===== src/rtl/core/kuf_pkg.sv =====
`timescale 1ns / 1ps
// ----------------------------------------------------------------------------
// kuf_pkg
// Shared types and constants of the spanning-tree edge filter.
// ----------------------------------------------------------------------------
package kuf_pkg;

    localparam int VTX_W    = 10;
    localparam int WEIGHT_W = 18;
    localparam int RANK_W   = 4;
    localparam int VTX_CAP  = (1 << VTX_W) - 1;

    localparam logic [VTX_W-1:0]  VTX_RESET = VTX_W'(VTX_CAP);
    localparam logic [RANK_W-1:0] RANK_MAX  = '1;

    localparam logic OP_CLEAR = 1'b0;
    localparam logic OP_EDGE  = 1'b1;

    typedef struct packed {
        logic par_rd;
        logic par_wr;
        logic rank_rd;
        logic rank_wr;
    } t_store_en;

    typedef struct packed {
        logic             accepted;
        logic [VTX_W-1:0] taken_count;
        logic             tree_complete;
        logic             bad_endpoint;
    } t_verdict;

endpackage


===== src/rtl/core/kuf_seq.sv =====
`timescale 1ns / 1ps
// ----------------------------------------------------------------------------
// kuf_seq
// Sequencer that walks, compresses and unites sets with one equality test.
// ----------------------------------------------------------------------------
module kuf_seq
    import kuf_pkg::*;
#(
    parameter int MAX_VERTICES = 1023,
    parameter int AW           = 10
) (
    input  logic              i_clk,
    input  logic              i_rst_n,
    input  logic              i_start,
    input  logic              i_operation,
    input  logic [VTX_W-1:0]  i_endpoint_a,
    input  logic [VTX_W-1:0]  i_endpoint_b,
    input  logic [VTX_W-1:0]  i_vertices,
    input  logic              i_slot_free,
    input  logic [AW-1:0]     i_par_rdata,
    input  logic [RANK_W-1:0] i_rank_rdata,
    output logic              o_ready,
    output logic              o_result_valid,
    output t_verdict          o_verdict,
    output t_store_en         o_en,
    output logic [AW-1:0]     o_par_raddr,
    output logic [AW-1:0]     o_par_waddr,
    output logic [AW-1:0]     o_par_wdata,
    output logic [AW-1:0]     o_rank_raddr,
    output logic [AW-1:0]     o_rank_waddr,
    output logic [RANK_W-1:0] o_rank_wdata
);

    localparam logic [AW-1:0] LAST_ENTRY = AW'(MAX_VERTICES);

    typedef enum logic [2:0] {
        ST_SWEEP,
        ST_IDLE,
        ST_FIND_A,
        ST_COMP_A,
        ST_FIND_B,
        ST_COMP_B,
        ST_UNITE,
        ST_DONE
    } t_state;

    t_state            r_state,  n_state;
    logic [AW-1:0]     r_idx,    n_idx;
    logic [AW-1:0]     r_cur,    n_cur;
    logic [AW-1:0]     r_va,     n_va;
    logic [AW-1:0]     r_vb,     n_vb;
    logic [AW-1:0]     r_root_a, n_root_a;
    logic [AW-1:0]     r_root_b, n_root_b;
    logic [RANK_W-1:0] r_rank_a, n_rank_a;
    logic [VTX_W-1:0]  r_taken,  n_taken;
    logic              r_report, n_report;
    t_verdict          r_verdict, n_verdict;

    logic          bad;
    logic [AW-1:0] cmp_x;
    logic [AW-1:0] cmp_y;
    logic          cmp_eq;

    function automatic logic complete_at(input logic [VTX_W-1:0] n,
                                         input logic [VTX_W-1:0] taken);
        logic [VTX_W:0] sum;
        sum = {1'b0, taken} + 1'b1;
        return (n != '0) && (sum >= {1'b0, n});
    endfunction

    assign bad = (i_endpoint_a == '0) || (i_endpoint_b == '0) ||
                 (i_endpoint_a > i_vertices) || (i_endpoint_b > i_vertices);

    always_comb begin
        cmp_x = r_cur;
        cmp_y = r_root_a;
        unique case (r_state)
            ST_FIND_A, ST_FIND_B: begin
                cmp_x = i_par_rdata;
                cmp_y = r_cur;
            end
            ST_COMP_B: begin
                cmp_y = r_root_b;
            end
            ST_UNITE: begin
                cmp_x = r_root_a;
                cmp_y = r_root_b;
            end
            default: begin
            end
        endcase
    end

    assign cmp_eq = (cmp_x == cmp_y);

    always_comb begin
        n_state        = r_state;
        n_idx          = r_idx;
        n_cur          = r_cur;
        n_va           = r_va;
        n_vb           = r_vb;
        n_root_a       = r_root_a;
        n_root_b       = r_root_b;
        n_rank_a       = r_rank_a;
        n_taken        = r_taken;
        n_report       = r_report;
        n_verdict      = r_verdict;
        o_en           = '0;
        o_par_raddr    = r_cur;
        o_par_waddr    = r_cur;
        o_par_wdata    = r_root_a;
        o_rank_raddr   = r_cur;
        o_rank_waddr   = r_idx;
        o_rank_wdata   = '0;
        o_result_valid = 1'b0;

        unique case (r_state)
            ST_SWEEP: begin
                o_en.par_wr  = 1'b1;
                o_en.rank_wr = 1'b1;
                o_par_waddr  = r_idx;
                o_par_wdata  = r_idx;
                n_idx        = r_idx + 1'b1;
                if (r_idx == LAST_ENTRY) begin
                    n_state = r_report ? ST_DONE : ST_IDLE;
                end
            end
            ST_IDLE: begin
                if (i_start) begin
                    if (i_operation == OP_CLEAR) begin
                        n_idx     = '0;
                        n_taken   = '0;
                        n_report  = 1'b1;
                        n_verdict = '{accepted: 1'b0, taken_count: '0,
                                      tree_complete: complete_at(i_vertices, '0),
                                      bad_endpoint: 1'b0};
                        n_state   = ST_SWEEP;
                    end else if (bad || complete_at(i_vertices, r_taken)) begin
                        n_verdict = '{accepted: 1'b0, taken_count: r_taken,
                                      tree_complete: complete_at(i_vertices, r_taken),
                                      bad_endpoint: bad};
                        n_state   = ST_DONE;
                    end else begin
                        o_en.par_rd = 1'b1;
                        o_par_raddr = AW'(i_endpoint_a);
                        n_cur       = AW'(i_endpoint_a);
                        n_va        = AW'(i_endpoint_a);
                        n_vb        = AW'(i_endpoint_b);
                        n_state     = ST_FIND_A;
                    end
                end
            end
            ST_FIND_A: begin
                o_en.par_rd = 1'b1;
                if (cmp_eq) begin
                    n_root_a     = r_cur;
                    o_en.rank_rd = 1'b1;
                    o_rank_raddr = r_cur;
                    o_par_raddr  = r_va;
                    n_cur        = r_va;
                    n_state      = ST_COMP_A;
                end else begin
                    o_par_raddr = i_par_rdata;
                    n_cur       = i_par_rdata;
                end
            end
            ST_COMP_A: begin
                o_en.par_rd = 1'b1;
                if (cmp_eq) begin
                    o_par_raddr = r_vb;
                    n_cur       = r_vb;
                    n_state     = ST_FIND_B;
                end else begin
                    o_en.par_wr = 1'b1;
                    o_par_wdata = r_root_a;
                    o_par_raddr = i_par_rdata;
                    n_cur       = i_par_rdata;
                end
            end
            ST_FIND_B: begin
                o_en.par_rd = 1'b1;
                n_rank_a    = i_rank_rdata;
                if (cmp_eq) begin
                    n_root_b     = r_cur;
                    o_en.rank_rd = 1'b1;
                    o_rank_raddr = r_cur;
                    o_par_raddr  = r_vb;
                    n_cur        = r_vb;
                    n_state      = ST_COMP_B;
                end else begin
                    o_par_raddr = i_par_rdata;
                    n_cur       = i_par_rdata;
                end
            end
            ST_COMP_B: begin
                if (cmp_eq) begin
                    n_state = ST_UNITE;
                end else begin
                    o_en.par_rd = 1'b1;
                    o_en.par_wr = 1'b1;
                    o_par_wdata = r_root_b;
                    o_par_raddr = i_par_rdata;
                    n_cur       = i_par_rdata;
                end
            end
            ST_UNITE: begin
                if (cmp_eq) begin
                    n_verdict = '{accepted: 1'b0, taken_count: r_taken,
                                  tree_complete: complete_at(i_vertices, r_taken),
                                  bad_endpoint: 1'b0};
                end else begin
                    o_en.par_wr = 1'b1;
                    if (r_rank_a > i_rank_rdata) begin
                        o_par_waddr = r_root_b;
                        o_par_wdata = r_root_a;
                    end else begin
                        o_par_waddr = r_root_a;
                        o_par_wdata = r_root_b;
                        if ((r_rank_a == i_rank_rdata) && (i_rank_rdata != RANK_MAX)) begin
                            o_en.rank_wr = 1'b1;
                            o_rank_waddr = r_root_b;
                            o_rank_wdata = i_rank_rdata + 1'b1;
                        end
                    end
                    n_taken   = r_taken + 1'b1;
                    n_verdict = '{accepted: 1'b1, taken_count: n_taken,
                                  tree_complete: complete_at(i_vertices, n_taken),
                                  bad_endpoint: 1'b0};
                end
                n_state = ST_DONE;
            end
            ST_DONE: begin
                if (i_slot_free) begin
                    o_result_valid = 1'b1;
                    n_state        = ST_IDLE;
                end
            end
            default: begin
                n_state = ST_IDLE;
            end
        endcase
    end

    always_ff @(posedge i_clk) begin
        if (!i_rst_n) begin
            r_state  <= ST_SWEEP;
            r_idx    <= '0;
            r_taken  <= '0;
            r_report <= 1'b0;
        end else begin
            r_state  <= n_state;
            r_idx    <= n_idx;
            r_taken  <= n_taken;
            r_report <= n_report;
        end
        r_cur     <= n_cur;
        r_va      <= n_va;
        r_vb      <= n_vb;
        r_root_a  <= n_root_a;
        r_root_b  <= n_root_b;
        r_rank_a  <= n_rank_a;
        r_verdict <= n_verdict;
    end

    assign o_ready   = (r_state == ST_IDLE);
    assign o_verdict = r_verdict;

endmodule


===== config.mk =====
export PLATFORM = sky130hd
export DESIGN_NAME = kuf_seq
export DESIGN_NICKNAME = d
export VERILOG_FILES = /design/src/rtl/core/kuf_pkg.sv /design/src/rtl/core/kuf_seq.sv
export SDC_FILE = /design/constraint.sdc
export NUM_CORES = 1
export LEC_CHECK = 0
export ABC_AREA = 1
export BUFFER_PORTS_ARGS = -buffer_cell sky130_fd_sc_hd__buf_4
export CORE_UTILIZATION = 52
export DETAILED_ROUTE_END_ITERATION = 12
export GPL_ROUTABILITY_DRIVEN = 0
export PLACE_DENSITY = 0.81
export SLEW_MARGIN = 20
export SYNTH_ARGS = -nofsm -noshare
export SYNTH_HDL_FRONTEND = slang
export SYNTH_SLANG_ARGS = --single-unit

===== constraint.sdc =====
create_clock -name i_clk -period 3.9 [get_ports i_clk]
set_input_delay 0.78 -clock i_clk [delete_from_list [all_inputs] [get_ports i_clk]]
set_output_delay 0.78 -clock i_clk [all_outputs]
set_load 0.01 [all_outputs]

==> flow_metrics.env, run 1 <==
export IMPL_setup_tns_ps=-39.6
export IMPL_synth_cell_types=39
export IMPL_avgSynthCellArea_sq_um=6.69
export IMPL_area_growth_pct=24.2
export IMPL_grt_pass1_wl_microns=34500
export IMPL_hp_class="reg2reg"
export IMPL_cts_path_max_buffers=2
export IMPL_async_flop_share_pct=0
export IMPL_stdcell_area_sq_um=9160
export IMPL_syn_inst=1102
export IMPL_crit_path_end_kind="primary output"
export IMPL_finalMaxSlewViolations=0
export IMPL_yosys_top_cells_area="edfxtp_1 23%, nand2_1 18%, nand3_1 9.8%, dfxtp_1 9.2%, ha_1 8.1%"
export IMPL_yosys_area_top_type="edfxtp_1"
export IMPL_wl_per_cell_microns=16.0
export IMPL_synthFlopType="edfxtp_1"
export IMPL_power_density_nw_per_um2=511
export IMPL_post_dp_cell_area_sq_um=8480
export IMPL_rsz0062_at_grt="true"
export IMPL_port_buffer_count=121
export IMPL_n_antenna_cell=0
export IMPL_layout_drive_gt1_share_pct=18.7
export IMPL_num_vias=8180
export IMPL_syn_area_sq_um=7370
export IMPL_ant_nets=0
export IMPL_criticalPathCategory="reg2out"
export IMPL_drt_initial_drc_count=914
export IMPL_min_path_cells=2
export IMPL_worst_slew_pin_transition_ps=685
export IMPL_vias_per_cell=5.75
export IMPL_cts_sinks=91
export IMPL_min_from="r_report"
export IMPL_cts_buffers_inserted=9
export IMPL_dp_slack_ps=78.8
export IMPL_nNetsFinal=1334
export IMPL_synth_top_cell_area_share_pct=23.2
export IMPL_htreeDepth=3
export IMPL_required_ps=3120
export IMPL_synth_warnings=0
export IMPL_cts_hold_buffers=0
export IMPL_grt_overflow=0
export IMPL_max_slew_margin_pct=54.3
export IMPL_die_area_sq_um=14700
export IMPL_grt_max_degree=41
export IMPL_hold_violations=0
export IMPL_gr_usage_met1_pct=38.7
export IMPL_clock_skew_ps=6.19
export IMPL_violations="negative setup slack"
export IMPL_die_y_microns=121
export IMPL_ir_drop_mv=0.292
export IMPL_fin_cells=1422
export IMPL_met2_usage_pct=50.3
export IMPL_root_buffer="clkbuf_16"
export IMPL_outcome="finished with violations"
export IMPL_worstPathArrival_ps=3140
export IMPL_r2r_end="o_verdict[8]"
export IMPL_use_met3_pct=4.09
export IMPL_drcViolationCount=0
export IMPL_fin_crit_sh_pct=101
export IMPL_hold_path_end="r_report"
export IMPL_synth_most_common_cell="nand2_1"
export IMPL_max_freq_ghz=0.255
export IMPL_grt_pass1_vias=7016
export IMPL_maxCapViolCount=0
export IMPL_track_usage_pct=29.9
export IMPL_ys_seq_area_share_pct=32.4
export IMPL_cts_reportedPaths_clkPinSlew_ps=70
export IMPL_initial_core_util_pct=53.1
export IMPL_syn_num_nets=1199
export IMPL_ys_top_cells_by_count="355 x nand2_1, 145 x nand3_1, 129 x inv_1, 72 x nor2_1, 59 x o21ai_0"
export IMPL_core_area_sq_um=13900
export IMPL_layout_setup_ws_ps=-21.9
export IMPL_fillers=1193
export IMPL_io_pins=122
export IMPL_clkLatencyLatePin_ps=350
export IMPL_ff2ff_path_depth=21
export IMPL_p_leak_uw=0.00450
export IMPL_antenna_found_initial=0
export IMPL_setup_viol=3
export IMPL_holdWs_ps=474
export IMPL_min_period_ps=3920
export IMPL_post_place_cells=1388
export IMPL_rows=43
export IMPL_top_usage_layer="met2"
export IMPL_r2r_start="r_taken[2]"
export IMPL_die_w_microns=121
export IMPL_crit_path_start_kind="flip-flop"
export IMPL_cts_tree="yes"
export IMPL_drt_pass1_iter_count=7
export IMPL_dp_hpwl_microns=16500
export IMPL_routed_wl_microns=22800
export IMPL_synth_edff_count=57
export IMPL_ys_ff_latch=91
export IMPL_cp_max_fo=5
export IMPL_ff2ff_setup_slack_ps=550
registers in the layout (all words and copies together), names as in the netlist, 10 cells and up:
register   cells
o_verdict     13
r_cur         10
r_root_b      10
r_root_a      10
r_taken       10
r_idx         10
r_va          10
r_vb          10
per-layer routing:
| layer | wire length [microns] | part of all wire (%) |
|---|---|---|
| met1 | 9230 | 40 |
| met2 | 10800 | 47 |
| met3 | 2080 | 9.1 |
| met4 | 681 | 3.0 |
| met5 | 0 | 0 |
critical path, stage by stage, from the launching register on:
cell	delay (ps)
dfxtp_4	390
nand2_2	90
nor3_2	230
nand3_1	170
nand2_2	140
inv_1	70
ha_1	280
nand2_2	80
inv_2	40
a21oi_2	110
nand2_1	60
nand2_1	50
nand3_1	60
nand2_1	80
nand2_2	80
nand2_4	120
buf_6	140
nand4_1	90
nand3_1	110
nand3_1	70
nor2_1	90
nand2_1	110
buf_6	140
cell type report:
type	instances	area (sq um)	share of cell area (%)
Clock buffer	11	233	2.54
Clock inverter	5	78.8	0.861
Inverter	137	523	5.71
Multi-Input combinational cell	836	4400	48.1
Sequential cell	91	2410	26.3
Tap cell	180	225	2.46
Timing Repair Buffer	161	1280	14.0
Timing Repair inverter	1	7.51	0.0820
per-stage QoR:
stage	utilization (%)	power, uW
after floorplan	-	2690
after global placement	61.1	3540
after detailed placement	61.1	3580
after CTS	64.1	4530
after global routing	66.0	4970
final	66.0	4680
worst max-delay path by stage:
| stage | from | end | slack, ps | cells past startpoint |
|---|---|---|---|---|
| final | r_taken[2] | o_par_raddr[9] | -20 | 22 |
| after floorplan | r_taken[0] | o_par_raddr[0] | 170 | 21 |
| after global placement | i_vertices[9] | o_en[3] | 80 | 12 |
| after global routing | r_taken[2] | o_par_raddr[8] | -240 | 22 |
| after detailed placement | r_taken[0] | o_par_raddr[9] | 80 | 22 |
| after CTS | r_taken[0] | o_par_raddr[0] | -10 | 22 |
logic make-up (layout without fill, tap and decap cells):
| family | after synthesis | in the layout | share of synthesized area, % |
|---|---|---|---|
| compound gates | 115 | 115 | 8.40 |
| xor+xnor | 17 | 17 | 2.02 |
| simple gates | 654 | 656 | 38.8 |
| fa+ha+maj | 48 | 48 | 8.15 |
| flops | 91 | 91 | 32.4 |
| buf+inv | 177 | 315 | 10.1 |
repair_timing:
item                       4_1_cts  5_1_grt
gates resized for setup         18       41
gates cloned                     1        3
pin swaps                        8       26
setup endpoints to repair       41       42
setup buffers                    5        9
where the power goes:
part / total, uW / switching, uW / leakage [uW] / internal [uW]
clock: 941 / 380 / 0.000153 / 561
combinational: 2380 / 1410 / 0.00355 / 971
sequential: 1370 / 204 / 0.000801 / 1160
placed cells by master (no fill, tap or decap), types with 6 or more instances in the layout:
cell,instances
ha_1,45
nand3_1,142
inv_2,7
nor2_2,8
nand2_1,348
buf_6,12
clkbuf_16,9
edfxtp_1,57
nor2_1,66
o21ai_0,58
a21oi_1,39
nand3_2,7
buf_4,147
nor3_1,15
xor2_1,11
dfxtp_1,27
nand2_4,6
inv_1,125
nand4_1,45
No activity file was read; power rests on OpenSTA's default activity.
==> run 2, diff against run 1 <==
--- a/config.mk
+++ b/config.mk
@@ -7,10 +7,13 @@
 export LEC_CHECK = 0
 export ABC_AREA = 1
 export BUFFER_PORTS_ARGS = -buffer_cell sky130_fd_sc_hd__buf_4
-export CORE_UTILIZATION = 52
+export CELL_PAD_IN_SITES_DETAIL_PLACEMENT = 1
+export CELL_PAD_IN_SITES_GLOBAL_PLACEMENT = 2
+export CORE_UTILIZATION = 28
 export DETAILED_ROUTE_END_ITERATION = 12
 export GPL_ROUTABILITY_DRIVEN = 0
-export PLACE_DENSITY = 0.81
+export PLACE_DENSITY = 0.8
+export SETUP_SLACK_MARGIN = 0.1
 export SLEW_MARGIN = 20
 export SYNTH_ARGS = -nofsm -noshare
 export SYNTH_HDL_FRONTEND = slang
==> constraint.sdc (replaced) <==
create_clock -name i_clk -period 3.9 [get_ports i_clk]
set_input_delay 0.585 -clock i_clk [delete_from_list [all_inputs] [get_ports i_clk]]
set_output_delay 0.585 -clock i_clk [all_outputs]
set_load 0.01 [all_outputs]
==> flow_metrics.env, run 2 (synthesis results as in run 1) <==
export IMPL_io_pins=122
export IMPL_required_ps=3310
export IMPL_area_growth_pct=27.5
export IMPL_port_buffer_count=121
export IMPL_final_common_cell="nand2_1"
export IMPL_critPathMostFrequentCell="buf_4"
export IMPL_switching_share_pct=45.2
export IMPL_cts_hold_buffers=0
export IMPL_grt_pass1_wl_microns=44900
export IMPL_min_period_ps=3740
export IMPL_cpLargestDelayFamily="simple AND/OR/NAND/NOR gates"
export IMPL_cp_slowest_cell="dfxtp_4"
export IMPL_num_vias=8110
export IMPL_postLayoutCoreUtil_pct=36.3
export IMPL_ir_drop_mv=0.238
export IMPL_cts_path_max_buffers=2
export IMPL_drcViolationCount=0
export IMPL_cts_sinks=91
export IMPL_grt_max_degree=25
export IMPL_setup_viol=0
export IMPL_power_density_nw_per_um2=514
export IMPL_fin_cells=1586
export IMPL_worstPathArrival_ps=3150
export IMPL_seq_area_sq_um=2420
export IMPL_rsz0062_at_grt="true"
export IMPL_die_w_microns=164
export IMPL_core_area_sq_um=25900
export IMPL_crit_path_start_kind="flip-flop"
export IMPL_cp_num_buf_inv=5
export IMPL_cp_slowest_stage_delay_ps=390
export IMPL_grt_overflow=0
export IMPL_layout_drive_gt1_share_pct=19.7
export IMPL_cp_cell_sequence="ha_4, nand2_4, nor2_4, buf_4, buf_4, buf_4, nand2_1, xor2_2, ha_1, nor2_1, nand3_2, nand2_2, nand2_2, nand2_4, buf_6, nand4_1, nand3_1, nand3_1, nor2_1, nand2_1, buf_6"
export IMPL_maxCapViolCount=0
export IMPL_clock_skew_ps=11.9
export IMPL_fillers=3315
export IMPL_finalMaxSlewViolations=0
export IMPL_wl_per_cell_microns=18.7
export IMPL_pwr_share_comb_pct=52.5
export IMPL_initial_core_util_pct=28.5
export IMPL_cts_buffers_inserted=9
export IMPL_grt_pass1_vias=8111
export IMPL_die_area_sq_um=27000
export IMPL_cts_tree="yes"
export IMPL_multi_input_area_sq_um=4390
export IMPL_clockPowerShare_pct=20.2
export IMPL_switching_power_uw=2180
export IMPL_root_buffer="clkbuf_16"
export IMPL_n_antenna_cell=0
export IMPL_cts_reportedPaths_clkPinSlew_ps=80
export IMPL_outcome="complete, no violations"
export IMPL_antenna_found_initial=0
export IMPL_stdcell_area_sq_um=9400
export IMPL_final_cell_mix="350 x nand2_1, 164 x buf_4, 141 x nand3_1"
export IMPL_ant_nets=0
export IMPL_largest_register_ffs=13
export IMPL_die_y_microns=164
export IMPL_worst_slew_pin_transition_ps=818
export IMPL_drt_pass1_iter_count=8
export IMPL_post_place_cells=1550
export IMPL_dp_slack_ps=92.2
export IMPL_track_usage_pct=22.0
export IMPL_crit_path_end_kind="primary output"
export IMPL_p_int_uw=2650
export IMPL_p_seq_share_pct=27.4
export IMPL_routed_wl_microns=29700
export IMPL_max_slew_margin_pct=45.1
export IMPL_nNetsFinal=1343
export IMPL_hold_violations=0
export IMPL_max_freq_ghz=0.268
export IMPL_dp_hpwl_microns=22900
export IMPL_rows=59
export IMPL_layout_setup_ws_ps=163
export IMPL_criticalPathCategory="reg2out"
export IMPL_p_leak_uw=0.00454
export IMPL_htreeDepth=3
export IMPL_post_dp_cell_area_sq_um=8710
export IMPL_setup_tns_ps=0
export IMPL_vias_per_cell=5.11
export IMPL_cp_max_fo=6
export IMPL_fin_crit_sh_pct=95.8
export IMPL_hp_class="in2reg"
export IMPL_drt_initial_drc_count=415
export IMPL_clkLatencyLatePin_ps=370
==> run 2: changes by cell type in the layout (fill, tap and decap cells not counted), moves of 3 or more <==
cell and change:
dfxtp_2 -3, inv_1 -4, buf_6 -4, buf_4 +17, dfxtp_4 +4
==> run 2: area by class of cell <==
| class | count | share of cell area (%) |
|---|---|---|
| Multi-Input combinational cell | 834 | 46.7 |
| Sequential cell | 91 | 25.7 |
| Timing Repair Buffer | 173 | 14.3 |
| Inverter | 137 | 5.63 |
| Tap cell | 335 | 4.46 |
| Clock buffer | 9 | 2.40 |
| Clock inverter | 7 | 0.865 |
==> run 2: metrics by stage <==
step | hold slack (ps) | power, uW
global placement | 445 | 3750
detailed placement | 458 | 3810
finish | 420 | 4830
global route | 422 | 5170
floorplan | 436 | 2690
CTS | 416 | 4820
==> run 2: power groups by stage <==
stage | sequential [uW] | clock [uW] | combinational (uW)
3_3_place_gp | 1330 | 0 | 2420
5_1_grt | 1330 | 1020 | 2820
6_report | 1320 | 975 | 2540
3_5_place_dp | 1340 | 0 | 2470
4_1_cts | 1320 | 983 | 2520
2_1_floorplan | 1310 | 0 | 1380
==> run 2: what timing repair did <==
action	4_1_cts	5_1_grt
setup buffers	12	7
resized for setup	23	38
endpoints found under the setup margin	44	32
pin swaps	11	21
cloned	1	0
==> run 2: worst paths after layout <==
kind,cells past startpoint,to,slack [ps],from
setup / recovery,21,o_par_raddr[6],160,r_taken[0]
hold / removal,1,r_va[0],420,i_endpoint_a[0]
setup reg to reg,23,o_verdict[1],480,r_taken[0]
hold reg to reg,2,r_report,470,r_report
==> run 2: routing by layer <==
layer	GRT usage, %	up-vias	wire, microns
li1	-	3947	-
met1	27.1	3945	13000
met2	39.3	173	15000
met3	2.75	45	983
met4	7.07	0	692
met5	0	-	0
==> run 2: worst reg2reg max path, cell delays in order, from the launching register on <==
cell and delay, ps:
dfxtp_4 390, clkinvlp_4 140, o21ai_0 220, nand2_1 170, inv_1 180, nand2_1 80
nor3_1 370, nand2_1 120, xor2_1 170, inv_1 60, ha_1 290, a21o_1 160
nor2_1 100, nand2_1 60, nand2_1 60, nand3b_1 70, nand2_1 60, inv_1 30
o21ai_0 130, nand3b_1 100, nand3_1 80, nand2_1 60, nand2_1 50, nand2_1 50
